## src/rtl/core/iirh_pkg.sv

```systemverilog
// Shared types, constants and register map of the third-order high-pass filter.
`timescale 1ns / 1ps
package iirh_pkg;

  localparam int TAP_COUNT  = 4;
  localparam int NUM_COEF   = 2 * TAP_COUNT - 1;
  localparam int COEF_W     = 18;
  localparam int COEF_FRAC  = 14;
  localparam int SAMPLE_W   = 16;
  localparam int PROD_W     = COEF_W + SAMPLE_W;
  localparam int ACC_W      = PROD_W + 4;
  localparam int QUO_W      = ACC_W - COEF_FRAC;
  localparam int CFG_ADDR_W = 5;
  localparam int CFG_DATA_W = 32;
  localparam int REG_IDX_W  = 3;

  localparam int SAMPLE_MAX = 32767;
  localparam int SAMPLE_MIN = -32768;

  typedef logic signed [COEF_W-1:0]   coef_t;
  typedef logic signed [SAMPLE_W-1:0] sample_t;
  typedef logic signed [PROD_W-1:0]   prod_t;
  typedef logic signed [ACC_W-1:0]    acc_t;
  typedef logic signed [QUO_W-1:0]    quo_t;
  typedef logic [REG_IDX_W-1:0]       reg_idx_t;

  // Register map, word index into the configuration space.
  localparam reg_idx_t REG_FF_COEF_0 = 3'd0;
  localparam reg_idx_t REG_FF_COEF_1 = 3'd1;
  localparam reg_idx_t REG_FF_COEF_2 = 3'd2;
  localparam reg_idx_t REG_FF_COEF_3 = 3'd3;
  localparam reg_idx_t REG_FB_COEF_1 = 3'd4;
  localparam reg_idx_t REG_FB_COEF_2 = 3'd5;
  localparam reg_idx_t REG_FB_COEF_3 = 3'd6;

  localparam coef_t COEF_RESET [NUM_COEF] = '{
    18'sd14657, -18'sd43953, 18'sd43953, -18'sd14657,
    -18'sd45487, 18'sd42237, -18'sd13111
  };

  localparam quo_t Q_MAX = quo_t'(SAMPLE_MAX);
  localparam quo_t Q_MIN = quo_t'(SAMPLE_MIN);

  // Per-cell strobes: shift the tap line, load the product register.
  typedef struct packed {
    logic shift;
    logic load;
  } cell_ctl_t;

endpackage

```

## src/rtl/core/iirh_fb.sv

```systemverilog
// Feedback stage: output taps, feedback products, truncation and saturation.
`timescale 1ns / 1ps
module iirh_fb (
  input  logic              clk,
  input  logic              rst_n,
  input  logic              go,
  input  iirh_pkg::coef_t   coef_a1,
  input  iirh_pkg::coef_t   coef_a2,
  input  iirh_pkg::coef_t   coef_a3,
  input  iirh_pkg::acc_t    ff_sum,
  output iirh_pkg::sample_t sample,
  output logic              clipped
);

  iirh_pkg::sample_t y0_r;
  iirh_pkg::sample_t y1_r;
  iirh_pkg::sample_t y2_r;
  iirh_pkg::prod_t   fbp2_r;
  iirh_pkg::prod_t   fbp3_r;
  logic              clipped_r;

  iirh_pkg::prod_t   m1;
  iirh_pkg::sample_t y1_nxt;
  iirh_pkg::sample_t y2_nxt;
  iirh_pkg::acc_t    acc;
  iirh_pkg::quo_t    quo;
  iirh_pkg::sample_t y_nxt;
  logic              clip_nxt;

  // Keep the older products in step with the taps they will see next cycle.
  assign y1_nxt = go ? y0_r : y1_r;
  assign y2_nxt = go ? y1_r : y2_r;

  assign m1  = coef_a1 * y0_r;
  assign acc = ff_sum - iirh_pkg::acc_t'(m1) - iirh_pkg::acc_t'(fbp2_r)
             - iirh_pkg::acc_t'(fbp3_r);

  always_comb begin
    // Floor shift, then step up by one for a negative sum with a remainder.
    quo = acc[iirh_pkg::ACC_W-1:iirh_pkg::COEF_FRAC]
        + iirh_pkg::quo_t'({1'b0, acc[iirh_pkg::ACC_W-1] & (|acc[iirh_pkg::COEF_FRAC-1:0])});
    if (quo > iirh_pkg::Q_MAX) begin
      y_nxt    = iirh_pkg::sample_t'(iirh_pkg::SAMPLE_MAX);
      clip_nxt = 1'b1;
    end else if (quo < iirh_pkg::Q_MIN) begin
      y_nxt    = iirh_pkg::sample_t'(iirh_pkg::SAMPLE_MIN);
      clip_nxt = 1'b1;
    end else begin
      y_nxt    = quo[iirh_pkg::SAMPLE_W-1:0];
      clip_nxt = 1'b0;
    end
  end

  always_ff @(posedge clk) begin
    if (!rst_n) begin
      y0_r <= '0;
      y1_r <= '0;
      y2_r <= '0;
    end else if (go) begin
      y0_r <= y_nxt;
      y1_r <= y0_r;
      y2_r <= y1_r;
    end
  end

  always_ff @(posedge clk) begin
    fbp2_r <= coef_a2 * y1_nxt;
    fbp3_r <= coef_a3 * y2_nxt;
    if (go) begin
      clipped_r <= clip_nxt;
    end
  end

  assign sample  = y0_r;
  assign clipped = clipped_r;

endmodule

```

## config.mk

```make
export PLATFORM = sky130hd
export DESIGN_NAME = iirh_fb
export DESIGN_NICKNAME = d
export VERILOG_FILES = /design/src/rtl/core/iirh_pkg.sv /design/src/rtl/core/iirh_fb.sv
export SDC_FILE = /design/constraint.sdc
export NUM_CORES = 2
export LEC_CHECK = 0
export BUFFER_PORTS_ARGS = -buffer_cell sky130_fd_sc_hd__buf_2
export CAP_MARGIN = 20
export CORE_ASPECT_RATIO = 0.8
export CORE_MARGIN = 2
export CORE_UTILIZATION = 44
export CTS_CLUSTER_DIAMETER = 200
export DETAILED_ROUTE_END_ITERATION = 6
export SYNTH_ARGS = -nofsm -noshare
export SYNTH_HDL_FRONTEND = slang
export SYNTH_SLANG_ARGS = --single-unit
export TNS_END_PERCENT = 10
```

## constraint.sdc

```tcl
create_clock -name clk -period 15.7 [get_ports clk]
set_clock_uncertainty 0.05 [all_clocks]
set_input_delay 3.925 -clock clk [delete_from_list [all_inputs] [get_ports clk]]
set_output_delay 3.925 -clock clk [all_outputs]
set_load 0.1 [all_outputs]
```

==> flow_summary.json <==
{
  "status": "finished clean",
  "synth-compound-area-share_pct": 5.243,
  "routed_via_density": 4.999,
  "finalInstanceArea_sq_mm": 0.04240,
  "start_kind": "primary input",
  "synthArstFlopShare_pct": 0,
  "yosysTopAreaCell": "fa_1",
  "die-area_sq_mm": 0.09367,
  "grt_max_degree": 38,
  "cts_resized": 0,
  "grt_pass1_wl_microns": 160000,
  "cp_max_fo": 16,
  "rows": 99,
  "hp-class": "reg2reg",
  "crit_path_max_incr_delay_ns": 0.73,
  "final_cell_mix": "inv_1 (1123), fa_1 (987), nand2_1 (542)",
  "clkTransAtPathRegs_ns": 0.06,
  "ys_types": 80,
  "grt-ovfl-total": 0,
  "nFillCells": 8761,
  "drv_slew": 0,
  "synth.area.top_cells": "fa_1 (49%), inv_1 (11%), ha_1 (9.4%)",
  "cts_setup_buffers": 0,
  "clk_latency_ns": 0.45,
  "wl_microns": 97580,
  "critPathTopFamily": "adder cells",
  "wire_per_inst_microns": 17.56,
  "path_class": "in2reg",
  "areaGrowthSynthToFinish_pct": 5.649,
  "gp_congestion": 0.9042,
  "grtUsageTotal_pct": 21.89,
  "pre_cts_slack_ns": 1.072,
  "drc": 0,
  "arrival_ns": 14.31,
  "setup_viol": 0,
  "ys_ff_latch": 117,
  "cap_violations": 0,
  "cts_hold_buf": 0,
  "htreeDepth": 4,
  "cp.required_ns": 16.04,
  "maxSlewHeadroom_pct": 23.11,
  "worst_pin_slew_ns": 1.152,
  "fmax_mhz": 71.56,
  "worst_setup_path_end_kind": "flop",
  "synth_top_area_share_pct": 49.23,
  "synth_area_sq_mm": 0.04014,
  "synthXorXnorAreaFrac_pct": 2.709,
  "core_sq_mm": 0.09080,
  "crit_top_cell": "fa_1",
  "hold_ws_ns": 0.5202,
  "period_minus_slack_ns": 13.97,
  "synthFlopType": "dfxtp_1",
  "synth_cells": 4325,
  "synth_simple_gate_area_share_pct": 14.66,
  "cts.sinks": 117,
  "nets": 5715,
  "finalHoldViolCount": 0,
  "cts_tree": "done",
  "synthAdderAreaFrac_pct": 58.68,
  "die_w_microns": 341.7,
  "firstDrtPassIters": 5,
  "synth_nets": 5710,
  "seq_area_frac_synth_pct": 5.861,
  "crit_buf_inv": 6,
  "synth_edf_count": 1,
  "die_h_microns": 274.1,
  "synthMuxAreaShare_pct": 0.9165,
  "min_period_over_period_pct": 89.01,
  "yosysWarnings": 0,
  "rsz0062_at_grt": "no",
  "vias": 27770,
  "numCtsBuffers": 17,
  "antenna_found_initial": 5,
  "tns_ns": 0,
  "numPortBuffers": 111,
  "synth_top_family_by_area": "adder cells",
  "fin_ws_ns": 1.725,
  "hpwl_microns": 82340,
  "initial_core_util_pct": 44.20,
  "final_common_cell": "inv_1",
  "clock_path_buffers": 2,
  "drive_above_1_share_pct": 5.687,
  "root_buffer": "clkbuf_16",
  "drt-initial-drc-count": 1523,
  "pin_count": 112,
  "postPlaceCellArea_sq_mm": 0.04179,
  "ant_nets": 0,
  "cp_slowest_cell": "fa_1",
  "syn_avg_cell_area_sq_um": 9.280,
  "grt_pass1_vias": 28930
}
## cell families after synthesis
group / Yosys count
AO/OA/AOI/OAI: 305
AND/OR/NAND/NOR: 1188
XOR/XNOR: 122
multiplexers: 34
adder cells (fa/ha/maj): 1290
flip-flops: 117
buffers and inverters: 1269
## per-layer routing
metal  track usage (%)  vias to the layer above  part of all wire [%]
met5                 0                        -                 0.024
met4             4.034                        4                   1.7
met3             3.134                       74                   5.6
met2             34.22                      660                    46
met1             32.59                    14340                    47
li1                  -                    12690                     -
## flip-flops by register name, summed over array words and instances, names as in the netlist
register	count
clipped	1
fbp2_r	34
fbp3_r	34
sample	16
y1_r	16
y2_r	16
## cell type report
cell class | count | area, sq um | share of cell area [%]
flip-flops and latches | 117 | 2352 | 5.547
clock inverters | 15 | 176.4 | 0.4161
diodes | 1 | 2.502 | 0.005901
clock buffers | 17 | 425.4 | 1.003
well taps | 1212 | 1516 | 3.576
multi-input cells | 2939 | 33000 | 77.83
repair buffers | 132 | 713.2 | 1.682
inverters | 1123 | 4215 | 9.941
## path summary, 6_finish.rpt
check	startpoint	end	cells past startpoint	slack, ns
max	coef_a1[17]	sample[14]	33	1.73
min	sample[1]	sample[1]	2	0.52
max reg2reg	sample[3]	sample[14]	32	4.39
min reg2reg	sample[1]	sample[1]	2	0.52
## cells in the mapped netlist (6+ instances only)
master     count
ha_1         303
a31oi_1       14
and3_1        14
mux2i_1       12
o21bai_1      18
nor2b_1      148
and4_1         8
o31ai_1        9
nand2b_1      41
o21ai_0       44
a21oi_1       88
inv_1       1123
mux2_2        22
a211o_1       12
nor3_1        27
nor2_1        74
xnor2_1       91
o21ai_1        6
nand2_1      542
nand3_1       33
fa_1         987
and2_1       234
xor2_1        30
dfxtp_1      116
a21o_1        24
o211ai_1      14
buf_2          9
clkbuf_1     120
buf_1         15
a2bb2oi_1      6
or2_2         38
o21a_1        12
nand4_1        6
## worst register-to-register path, delay by kind of cell (launching register included)
family,cells,cell delay [ns]
buf+inv,5,0.47
flops,1,1.08
compound gates,11,3.46
fa+ha+maj,9,4.37
simple gates,7,1.80
## stage by stage
| step | cells | utilization [%] |
|---|---|---|
| 2_1_floorplan | 4325 | - |
| 3_3_place_gp | 5521 | 46.02 |
| 3_5_place_dp | 5522 | 46.03 |
| 4_1_cts | 5554 | 46.69 |
| 5_1_grt | 5556 | 46.70 |
| 6_report | 5556 | 46.70 |
Power is left out: the tool's default activity adds up to more than one toggle a clock period on the data nets, which glitch-free logic cannot reach.
