<file path="src/rtl/core/iirh_pkg.sv">
// Shared types, constants and register map of the third-order high-pass filter.
`timescale 1ns / 1ps
package iirh_pkg;

  localparam int TAP_COUNT  = 4;
  localparam int NUM_COEF   = 2 * TAP_COUNT - 1;
  localparam int COEF_W     = 18;
  localparam int COEF_FRAC  = 14;
  localparam int SAMPLE_W   = 16;
  localparam int PROD_W     = COEF_W + SAMPLE_W;
  localparam int ACC_W      = PROD_W + 4;
  localparam int QUO_W      = ACC_W - COEF_FRAC;
  localparam int CFG_ADDR_W = 5;
  localparam int CFG_DATA_W = 32;
  localparam int REG_IDX_W  = 3;

  localparam int SAMPLE_MAX = 32767;
  localparam int SAMPLE_MIN = -32768;

  typedef logic signed [COEF_W-1:0]   coef_t;
  typedef logic signed [SAMPLE_W-1:0] sample_t;
  typedef logic signed [PROD_W-1:0]   prod_t;
  typedef logic signed [ACC_W-1:0]    acc_t;
  typedef logic signed [QUO_W-1:0]    quo_t;
  typedef logic [REG_IDX_W-1:0]       reg_idx_t;

  // Register map, word index into the configuration space.
  localparam reg_idx_t REG_FF_COEF_0 = 3'd0;
  localparam reg_idx_t REG_FF_COEF_1 = 3'd1;
  localparam reg_idx_t REG_FF_COEF_2 = 3'd2;
  localparam reg_idx_t REG_FF_COEF_3 = 3'd3;
  localparam reg_idx_t REG_FB_COEF_1 = 3'd4;
  localparam reg_idx_t REG_FB_COEF_2 = 3'd5;
  localparam reg_idx_t REG_FB_COEF_3 = 3'd6;

  localparam coef_t COEF_RESET [NUM_COEF] = '{
    18'sd14657, -18'sd43953, 18'sd43953, -18'sd14657,
    -18'sd45487, 18'sd42237, -18'sd13111
  };

  localparam quo_t Q_MAX = quo_t'(SAMPLE_MAX);
  localparam quo_t Q_MIN = quo_t'(SAMPLE_MIN);

  // Per-cell strobes: shift the tap line, load the product register.
  typedef struct packed {
    logic shift;
    logic load;
  } cell_ctl_t;

endpackage

</file>
<file path="src/rtl/core/iirh_cell.sv">
// One feed-forward cell: an input tap, its coefficient product and a partial-sum adder.
`timescale 1ns / 1ps
module iirh_cell (
  input  logic               clk,
  input  logic               rst_n,
  input  iirh_pkg::cell_ctl_t ctl,
  input  iirh_pkg::coef_t    coef,
  input  iirh_pkg::sample_t  x_in,
  output iirh_pkg::sample_t  x_out,
  input  iirh_pkg::acc_t     psum_in,
  output iirh_pkg::acc_t     psum_out
);

  iirh_pkg::sample_t x_tap_r;
  iirh_pkg::prod_t   prod_r;
  iirh_pkg::prod_t   prod_nxt;

  assign prod_nxt = coef * x_tap_r;

  always_ff @(posedge clk) begin
    if (!rst_n) begin
      x_tap_r <= '0;
    end else if (ctl.shift) begin
      x_tap_r <= x_in;
    end
  end

  always_ff @(posedge clk) begin
    if (ctl.load) begin
      prod_r <= prod_nxt;
    end
  end

  assign x_out    = x_tap_r;
  assign psum_out = psum_in + iirh_pkg::acc_t'(prod_r);

endmodule

</file>
<file path="config.mk">
export PLATFORM = sky130hd
export DESIGN_NAME = iirh_cell
export DESIGN_NICKNAME = d
export VERILOG_FILES = /design/src/rtl/core/iirh_pkg.sv /design/src/rtl/core/iirh_cell.sv
export SDC_FILE = /design/constraint.sdc
export NUM_CORES = 1
export LEC_CHECK = 0
export ABC_AREA = 0
export ABC_CLOCK_PERIOD_IN_PS = 14720
export BUFFER_PORTS_ARGS = -buffer_cell sky130_fd_sc_hd__clkbuf_2
export CORE_ASPECT_RATIO = 0.9
export CORE_MARGIN = 2
export CORE_UTILIZATION = 65
export CTS_CLUSTER_SIZE = 25
export DETAILED_ROUTE_END_ITERATION = 8
export HOLD_SLACK_MARGIN = 0.06
export PLACE_DENSITY = 0.9
export SYNTH_ARGS = -nofsm -noshare
export SYNTH_HDL_FRONTEND = slang
export SYNTH_SLANG_ARGS = --single-unit
</file>
<file path="constraint.sdc">
create_clock -name clk -period 14.72 [get_ports clk]
set_input_delay 0 -clock clk [delete_from_list [all_inputs] [get_ports clk]]
set_output_delay 0 -clock clk [all_outputs]
set_load 0.03 [all_outputs]
</file>
==> results of run 1 <==
-- area by class of cell --
type                       instances  share of cell area, %
inverter                         359                   8.60
clock buffer                       7                  0.847
sequential                        50                   8.57
tap                              291                   2.33
clock inverter                     1                  0.192
multi-input combinational       1127                   74.3
timing repair buffer             146                   5.19
-- registers in the layout, summed over array words and instances, names as in the netlist --
name	flops
prod_r	34
x_out	16
-- cell usage after synthesis, types with 2 or more instances --
master,number
inv_1,359
fa_1,291
nand2_1,165
and2_1,137
ha_1,123
a21oi_1,55
nor2_1,54
xnor2_1,51
clkbuf_1,47
edfxtp_1,34
o21ai_0,33
a21o_1,23
nor2b_1,23
mux2i_1,17
dfxtp_1,16
nor3_1,14
xor2_1,14
nand2b_1,13
o21a_1,12
nand3_1,10
a211oi_1,9
nand4_1,8
o21bai_1,7
o31ai_1,6
o211ai_1,4
or4_1,4
a21boi_0,3
a31oi_1,3
and3_1,3
nor3b_1,3
o211a_1,3
o21ai_1,3
or3_1,3
a2111oi_4,2
a221oi_1,2
and4_1,2
buf_1,2
nand3b_1,2
nor4_1,2
o311ai_1,2
o41ai_2,2
or2_2,2
-- repair_timing --
item,in CTS,in global routing
setup endpoints to repair,0,0
endpoints found under the hold margin,16,0
hold buffers,16,0
buffers inserted,0,0
-- report_power, final --
group          switching, W  internal, W
clock network     0.0000565    0.0000806
logic               0.00127     0.000824
registers         0.0000333     0.000253
total               0.00136      0.00116
-- per-stage QoR --
step                utilization (%)  worst slack [ns]  cell area (µm²)  power [W]
detailed placement             70.5              7.95            15300    0.00236
CTS                            72.0              7.93            15700    0.00252
global placement               70.5              8.19            15300    0.00228
finish                         72.0              7.89            15700    0.00251
floorplan                         -              8.29            14500    0.00189
global route                   72.0              7.49            15700    0.00275
-- metal layers --
layer | share of wire (%) | vias to the layer above
met4 | 5.2 | 0
met5 | 0 | -
met1 | 36 | 5724
met3 | 5.1 | 153
met2 | 54 | 453
li1 | - | 5082
-- worst max-delay path by stage --
| stage | start | endpoint | cells past startpoint |
|---|---|---|---|
| after floorplan | x_out[7]$_SDFFE_PN0P_ | prod_r[30]$_DFFE_PP_ | 23 |
| after global placement | x_out[1]$_SDFFE_PN0P_ | prod_r[33]$_DFFE_PP_ | 19 |
| after detailed placement | x_out[2]$_SDFFE_PN0P_ | prod_r[33]$_DFFE_PP_ | 19 |
| after CTS | x_out[2]$_SDFFE_PN0P_ | prod_r[33]$_DFFE_PP_ | 19 |
| after global routing | x_out[2]$_SDFFE_PN0P_ | prod_r[33]$_DFFE_PP_ | 19 |
| final | x_out[2]$_SDFFE_PN0P_ | prod_r[33]$_DFFE_PP_ | 19 |
-- kinds of logic (layout without fill, tap and decap cells) --
kind of cell	Yosys count	in the layout	share of synthesized area [%]
AND/OR/NAND/NOR	446	446	15.4
adder cells (fa/ha/maj)	414	414	50.8
multiplexers	17	17	1.17
AO/OA/AOI/OAI	185	185	8.93
flip-flops	50	50	9.25
buffers and inverters	408	513	10.6
XOR/XNOR	65	65	3.93
==> flow_summary.ini, run 1 <==
[place]
io_buffers = 129
gp_congestion = 0.912
place_inst = 1957
dp_hpwl_mm = 28.1

[global_route]
grt_use_met2_pct = 55.1
grt_pass1_wl_mm = 56.7
antenna_found_initial = 0
grtUsageMet3_pct = 4.19
grt_util_all_layers_pct = 30.0
grt_pass1_vias = 12500
grt-ovfl-total = 0
grt_max_degree = 35
busiest_layer = met2
gr-usage-met1_pct = 33.6

[die]
die_y_um = 146
core_area_um2 = 21800
die_w_um = 161
rows = 51
start_util_pct = 66.7
ioPinCount = 130
die-area_um2 = 23500

[worst_hold_path]
min_path_cells = 2
hold_path_class = in -> reg
hold_path.startpoint = rst_n
min_to = x_out[0]$_SDFFE_PN0P_

[critical_path]
cp_max_fo = 20
crit_chain = nand2_1 > inv_1 > fa_1 > fa_1 > fa_1 > fa_1 > fa_1 > inv_1 > fa_1 > inv_1 > ha_1 > and4_1 > nand3b_1 > a211oi_1 > nor3_2 > o31ai_1 > o311a_1 > mux2i_1 > nand4_1
r2r_end = prod_r[33]$_DFFE_PP_
max_stage_delay_ns = 0.83
path_buf_inv = 3
reg2reg_slack_ns = 7.89
crit_family = adder cells
reg2reg_from = x_out[2]$_SDFFE_PN0P_
startpoint_type = register
critPathRequiredTime_ns = 14.77
crit_path_frequent_cell = fa_1
setup.worst_path.end_class = register
worstSetupPathType = reg -> reg
cp_slowest_cell = dfxtp_1
reg2reg_depth = 19
cp.arrival_ns = 6.89

[layout]
syn2layout_area_growth_pct = 7.97
register_area_um2 = 1340
final_layout_size_suffix_gt1_share_pct = 8.76
final_cell_mix = inv_1 (359), fa_1 (291), nand2_1 (165)
multi_input_area_um2 = 11600
stdcell_count = 1981
fillCellCount = 1514
diodes = 0
final_nets = 2179
final_common_cell = inv_1

[timing]
slew_viol_final = 0
max_freq_ghz = 0.146
finalHoldViolCount = 0
worstMarginPinSlew_ns = 0.860
finalCritPeriodShare_pct = 46.4
hold_ws_ns = 0.215
post-route-min-period_ns = 6.83
maxSlewHeadroom_pct = 42.6
finalSetupViolCount = 0
fin_worst_skew_ns = 0.00936
rsz0062_at_grt = no
tns_ns = 0

[routing]
avgViaCountPerCell = 5.76
num_vias = 11400
drtAntennaViolNets = 0
wl_mm = 34.0
detail_route.iter0.violations = 765
drc_errors = 0
drt-pass1-iter-count = 5
wl_per_cell_um = 17.2

[pwr]
vdd_ir_drop_max_mv = 0.170
p_per_area_nw_per_um2 = 161
p_leak_nw = 8.01

[logic_synthesis]
avgSynthCellArea_um2 = 9.15
synth_cell_type_count = 59
ys_seq_elements = 50
netlist_top_cells_area = fa_1 (40%), ha_1 (11%), inv_1 (9.3%)
ys.flop_type = edfxtp_1
yosysTopAreaCell = fa_1
yosysWarnings = 0
synth_edf_count = 34
yosysSeqAreaShare_pct = 9.25
netlist_area_um2 = 14500
synth_top_area_share_pct = 40.2
synthCells = 1585
synth_fp_nets = 2075
async_reset_ff_share_pct = 0

[clocking]
clkSinkCount = 50
clk_pin_slew_ns = 0.07
root_buffer = clkbuf_16
cts_resized = 0
cts_max_level = 2
cts_tree = done
clock_latency_ns = 0.31
numCtsBuffers = 5
clk_path_buf_depth = 2

[outcome]
outcome = finished clean

[flow_run]
maxCapViolCount = 0
Note: power is estimated with default switching activity, not from simulation.
==> run 2, diff against run 1 <==
ABC_AREA = 1   (was 0)
ABC_CLOCK_PERIOD_IN_PS = 6400   (was 14720)
CORE_UTILIZATION = 64   (was 65)
PLACE_DENSITY = 0.88   (was 0.9)
clock period = 6.4 ns   (was 14.72 ns; I/O delays follow)
==> run 2 against run 1 <==
Total power increased to 3.6 times the previous value. Wire length increased by 33%. Die area increased by 15%. Clock power increased by 110%. Highest routed layer unchanged. Clock-buffer cell count decreased by 2. Critical path type unchanged. Flip-flop and latch count unchanged.
==> flow_summary.ini, run 2 <==
[outcome]
outcome = finished clean

[timing]
maxSlewHeadroom_pct = 41.7
finalCritPeriodShare_pct = 94.0
worstMarginPinSlew_ns = 0.875
rsz0062_at_grt = no
post-route-min-period_ns = 6.02
timing.final.ws_setup_ns = 0.383
tns_ns = 0
fin_worst_skew_ns = 0.0153
finalHoldViolCount = 0
slew_viol_final = 0
finalSetupViolCount = 0
max_freq_ghz = 0.166

[pwr]
p_leak_nw = 10.8
clkPwrFrac_pct = 3.1
p_per_area_nw_per_um2 = 515
p_seq_share_pct = 8.3
power_switching_w = 0.00559
comb_power_share_pct = 88.6
total_power_w = 0.00910
vdd_ir_drop_max_mv = 0.369
power.internal_w = 0.00351
p_sw_share_pct = 61.4

[routing]
drtAntennaViolNets = 0
wl_mm = 45.4
avgViaCountPerCell = 5.33
drt-pass1-iter-count = 6
detail_route.iter0.violations = 1286
drc_errors = 0
wl_met1_mm = 18.3
wl_per_cell_um = 16.4
num_vias = 14700
dr.max_layer_used = met4
dr_wl_met2_mm = 20.9
met3WireLength_mm = 4.62

[logic_synthesis]
netlist_area_um2 = 16400
synth_edf_count = 34
netlist_top_cells_area = fa_1 (35%), nand2_1 (16%), inv_1 (15%)
yosysTopAreaCell = fa_1
synth.most_common_cell = nand2_1
synth_cell_type_count = 34
yosys-top-cells-count = nand2_1 (693), inv_1 (660), fa_1 (291), nor2_1 (133), ha_1 (123)
ys_seq_elements = 50
ys.flop_type = edfxtp_1
synth_fp_nets = 2812
yosysWarnings = 0
avgSynthCellArea_um2 = 7.07
synthCells = 2322
yosysSeqAreaShare_pct = 8.17
synth_top_area_share_pct = 35.5
async_reset_ff_share_pct = 0

[clocking]
clkSinkCount = 50
clk_path_buf_depth = 2
clock_latency_ns = 0.32
cts_setup_buffers = 0
numCtsBuffers = 5
cts_max_level = 2
clk_pin_slew_ns = 0.08
root_buffer = clkbuf_16
cts_tree = done

[critical_path]
crit_chain = nand2_1 > fa_1 > fa_1 > inv_1 > fa_1 > fa_1 > fa_1 > inv_1 > fa_1 > inv_1 > ha_1 > nand2_1 > inv_1 > nand2_1 > nor3_2 > nand2_1 > nand3_2 > nand2_1 > nand3_1 > nand2_1
cp_slowest_cell = dfxtp_1
max_stage_delay_ns = 0.88
setup.worst_path.end_class = register
worstSetupPathType = reg -> reg
cp.arrival_ns = 6.08
critPathRequiredTime_ns = 6.46
startpoint = x_out[13]$_SDFFE_PN0P_
startpoint_type = register
cp_max_fo = 18
path_buf_inv = 4
reg2reg_from = x_out[13]$_SDFFE_PN0P_
crit_family = adder cells

[layout]
final_cell_mix = nand2_1 (693), inv_1 (660), fa_1 (291)
final_util_pct = 70.2
top_register = prod_r
diodes = 0
final_common_cell = nand2_1
final_nets = 2912
final_layout_size_suffix_gt1_share_pct = 8.67
syn2layout_area_growth_pct = 7.60
largest_register_ffs = 34
fillCellCount = 2050
stdcell_count = 2765

[global_route]
grt_max_degree = 35
grt_pass1_vias = 15300
grt_pass1_wl_mm = 74.6
grt_util_all_layers_pct = 35.1
grt-ovfl-total = 0
antenna_found_initial = 1

[die]
start_util_pct = 65.2
rows = 55
ioPinCount = 130
die_y_um = 156
die_w_um = 173
die-area_um2 = 27000
core_area_um2 = 25200

[place]
io_buffers = 129
gp_congestion = 1.01
dp_hpwl_mm = 38.3
dp_slack_ns = 0.281
place_inst = 2741

[flow_run]
maxCapViolCount = 0

[worst_hold_path]
hold_path_class = in -> reg
hold_path.startpoint = rst_n
-- run 2: final timing paths --
| path | depth (start not counted) | end | slack (ns) |
|---|---|---|---|
| max | 20 | prod_r[21]$_DFFE_PP_ | 0.38 |
| min | 3 | x_out[11]$_SDFFE_PN0P_ | 0.09 |
| max reg2reg | 20 | prod_r[21]$_DFFE_PP_ | 0.38 |
| min reg2reg | 2 | x_out[14]$_SDFFE_PN0P_ | 0.52 |
-- run 2: layout make-up --
cell class	instances	area, µm²	area share, %
multi-input combinational	1541	12300	69.9
inverter	665	2500	14.1
sequential	50	1350	7.63
timing repair buffer	159	911	5.15
tap	342	428	2.42
clock buffer	5	125	0.708
clock inverter	3	20.0	0.113
-- run 2: cell families (layout without fill, tap and decap cells) --
group | Yosys count | after routing | synth area share (%)
simple gates | 972 | 972 | 24.2
buf+inv | 731 | 832 | 16.7
fa+ha+maj | 414 | 414 | 44.8
compound gates | 110 | 110 | 3.63
flops | 50 | 50 | 8.17
xor+xnor | 45 | 45 | 2.40
-- run 2: power groups by stage --
| stage | clock network [W] | registers [W] | logic, W |
|---|---|---|---|
| after floorplan | 0 | 0.000719 | 0.00582 |
| after global routing | 0.000291 | 0.000760 | 0.00907 |
| final | 0.000282 | 0.000756 | 0.00806 |
| after detailed placement | 0 | 0.000760 | 0.00789 |
| after CTS | 0.000280 | 0.000754 | 0.00795 |
| after global placement | 0 | 0.000761 | 0.00773 |
-- run 2: worst min-delay path, cell delays in order --
cell and delay (ns):
clkbuf_2 0.21, o21ai_0 0.12, nor2_1 0.04
-- run 2: metal layers --
metal	vias to the layer above	GRT usage, %
met1	6991	46.2
met4	0	11.7
li1	6865	-
met2	714	58.2
met3	158	7.58
met5	-	0
-- run 2: what timing repair did --
| item | CTS | global route |
|---|---|---|
| setup endpoints to repair | 0 | 2 |
| endpoints found under the hold margin | 16 | 0 |
| resized for setup | 0 | 6 |
| hold buffers | 16 | 0 |
-- run 2: through the flow --
step	hold slack, ns	instance area, µm²
2_1_floorplan	0.112	16400
3_3_place_gp	0.222	17400
3_5_place_dp	0.229	17400
4_1_cts	0.0957	17700
5_1_grt	0.128	17700
6_report	0.0865	17700
==> run 3, diff against run 2 <==
ABC_CLOCK_PERIOD_IN_PS = 5600   (was 6400)
REMOVE_ABC_BUFFERS = 1   (was not set)
clock period = 5.6 ns   (was 6.4 ns; I/O delays follow)
==> run 3 against run 2 <==
Non-clock buffer count is 38 higher. Core utilization increased by 2.6 points. Clock power up 30%. Global-route usage increased by 0.75 points. Die area unchanged. First-iteration DRC count increased by 6.1%. Combinational power rose by 30%. Critical path depth is 1 lower. Flip-flop and latch count is the same. Fmax grew 8.6%. Cell area increased by 3.8%. Via count increased by 2.4%. Critical path type unchanged. Largest power group unchanged. Highest routed layer unchanged.
==> flow_summary.ini, run 3 (same netlist as run 2, synthesis figures left out) <==
[outcome]
outcome = finished clean

[clocking]
clk_path_buf_depth = 2
cts_tree = done
numCtsBuffers = 5
cts_max_level = 2
clock_latency_ns = 0.31
clk_pin_slew_ns = 0.08
root_buffer = clkbuf_16
clkSinkCount = 50

[timing]
rsz0062_at_grt = yes
max_freq_ghz = 0.181
slew_viol_final = 0
post-route-min-period_ns = 5.54
maxSlewHeadroom_pct = 40.3
finalCritPeriodShare_pct = 98.9
fin_worst_skew_ns = 0.0100
worstMarginPinSlew_ns = 0.895
finalHoldViolCount = 0
timing.final.ws_setup_ns = 0.0615
finalSetupViolCount = 0
hold_ws_ns = 0.112

[layout]
fillCellCount = 1955
syn2layout_area_growth_pct = 11.6
top_register = prod_r
diodes = 0
final_layout_size_suffix_gt1_share_pct = 12.5
stdcell_count = 2803
final_cell_mix = nand2_1 (681), inv_1 (659), fa_1 (285)
final_common_cell = nand2_1
stdcell_area_um2 = 18300
final_nets = 2950
largest_register_ffs = 34

[critical_path]
r2r_end = prod_r[27]$_DFFE_PP_
worstSetupPathType = reg -> reg
crit_family = adder cells
crit_path_frequent_cell = fa_1
cp_slowest_cell = fa_2
path_buf_inv = 5
cp-endpoint = prod_r[27]$_DFFE_PP_
critPathRequiredTime_ns = 5.66
reg2reg_slack_ns = 0.06
crit_chain = nand2_1 > inv_1 > fa_2 > buf_4 > fa_1 > fa_1 > fa_1 > fa_1 > inv_1 > fa_1 > inv_1 > ha_2 > nand2_1 > nor2_1 > inv_1 > nor2_1 > nand3_1 > nand4_1 > nand2_1
setup.worst_path.end_class = register
reg2reg_depth = 19
startpoint_type = register
max_stage_delay_ns = 0.63
startpoint = x_out[1]$_SDFFE_PN0P_
reg2reg_from = x_out[1]$_SDFFE_PN0P_
cp_max_fo = 4
cp.arrival_ns = 5.59
path_depth = 19

[routing]
num_vias = 15100
drt-pass1-iter-count = 6
avgViaCountPerCell = 5.38
drc_errors = 0
drtAntennaViolNets = 0
wl_per_cell_um = 16.9
detail_route.iter0.violations = 1364
wl_mm = 47.5

[die]
die_y_um = 156
die_w_um = 173
ioPinCount = 130
core_area_um2 = 25200
start_util_pct = 65.2
die-area_um2 = 27000
rows = 55

[place]
io_buffers = 129
place_inst = 2772
placement.cell_area_um2 = 17600
dp_slack_ns = -0.105
dp_hpwl_mm = 39.0
gp_congestion = 0.967

[global_route]
grt_util_all_layers_pct = 35.9
grt_pass1_wl_mm = 76.3
antenna_found_initial = 0
grt-ovfl-total = 0
grt_pass1_vias = 15800
grt_max_degree = 35

[pwr]
total_power_w = 0.0117
vdd_ir_drop_max_mv = 0.572
p_leak_nw = 11.0
p_per_area_nw_per_um2 = 639

[worst_hold_path]
hold_path_class = in -> reg

[flow_run]
maxCapViolCount = 0
==> run 3: what timing repair did <==
item                                    4_1_cts  5_1_grt
hold buffers                                 16        0
pin swaps                                     0        7
hold endpoints to repair                     16        0
gates cloned                                  0        1
resized for setup                             5       82
endpoints found under the setup margin        6       21
setup buffers                                 2        4
==> run 3: metrics by stage <==
stage	utilization [%]	setup TNS, ns
2_1_floorplan	-	-1.21
3_3_place_gp	69.9	-0.0158
3_5_place_dp	69.9	-0.325
4_1_cts	71.4	0
5_1_grt	72.8	-0.374
6_report	72.8	0
==> run 3: worst min-delay path, cell delays in order <==
cell and delay [ns]:
clkbuf_2 0.21, o21ai_0 0.13, nor2_1 0.04
==> run 3: cell type report <==
cell class | count | area [µm²] | share of cell area (%)
repair buffers | 197 | 1260 | 6.86
clock inverters | 3 | 43.8 | 0.239
well taps | 342 | 428 | 2.33
multi-input cells | 1541 | 12600 | 68.9
flip-flops and latches | 50 | 1360 | 7.39
clock buffers | 5 | 125 | 0.682
inverters | 665 | 2500 | 13.6
==> run 3: power by group <==
group / internal [W] / leakage [nW] / switching, W
Combinational: 0.00379 / 10.4 / 0.00671
Clock: 0.000212 / 0.0804 / 0.000154
Sequential: 0.000770 / 0.472 / 0.0000774
==> run 3: metal layers <==
layer,vias to the layer above,track usage [%],part of all wire (%)
li1,6948,-,-
met1,7166,47.0,40
met2,765,60.6,47
met3,201,5.12,8.9
met4,0,14.6,4.5
met5,-,0,0
==> run 3: worst min path at each step <==
stage	slack, ns	start	cells past startpoint	end
6_report	0.11	rst_n	3	x_out[10]$_SDFFE_PN0P_
5_1_grt	0.15	rst_n	3	x_out[7]$_SDFFE_PN0P_
4_1_cts	0.09	rst_n	3	x_out[10]$_SDFFE_PN0P_
3_5_place_dp	0.23	x_in[0]	3	x_out[0]$_SDFFE_PN0P_
3_3_place_gp	0.22	x_in[5]	3	x_out[5]$_SDFFE_PN0P_
2_1_floorplan	0.11	ctl[0]	0	prod_r[0]$_DFFE_PP_
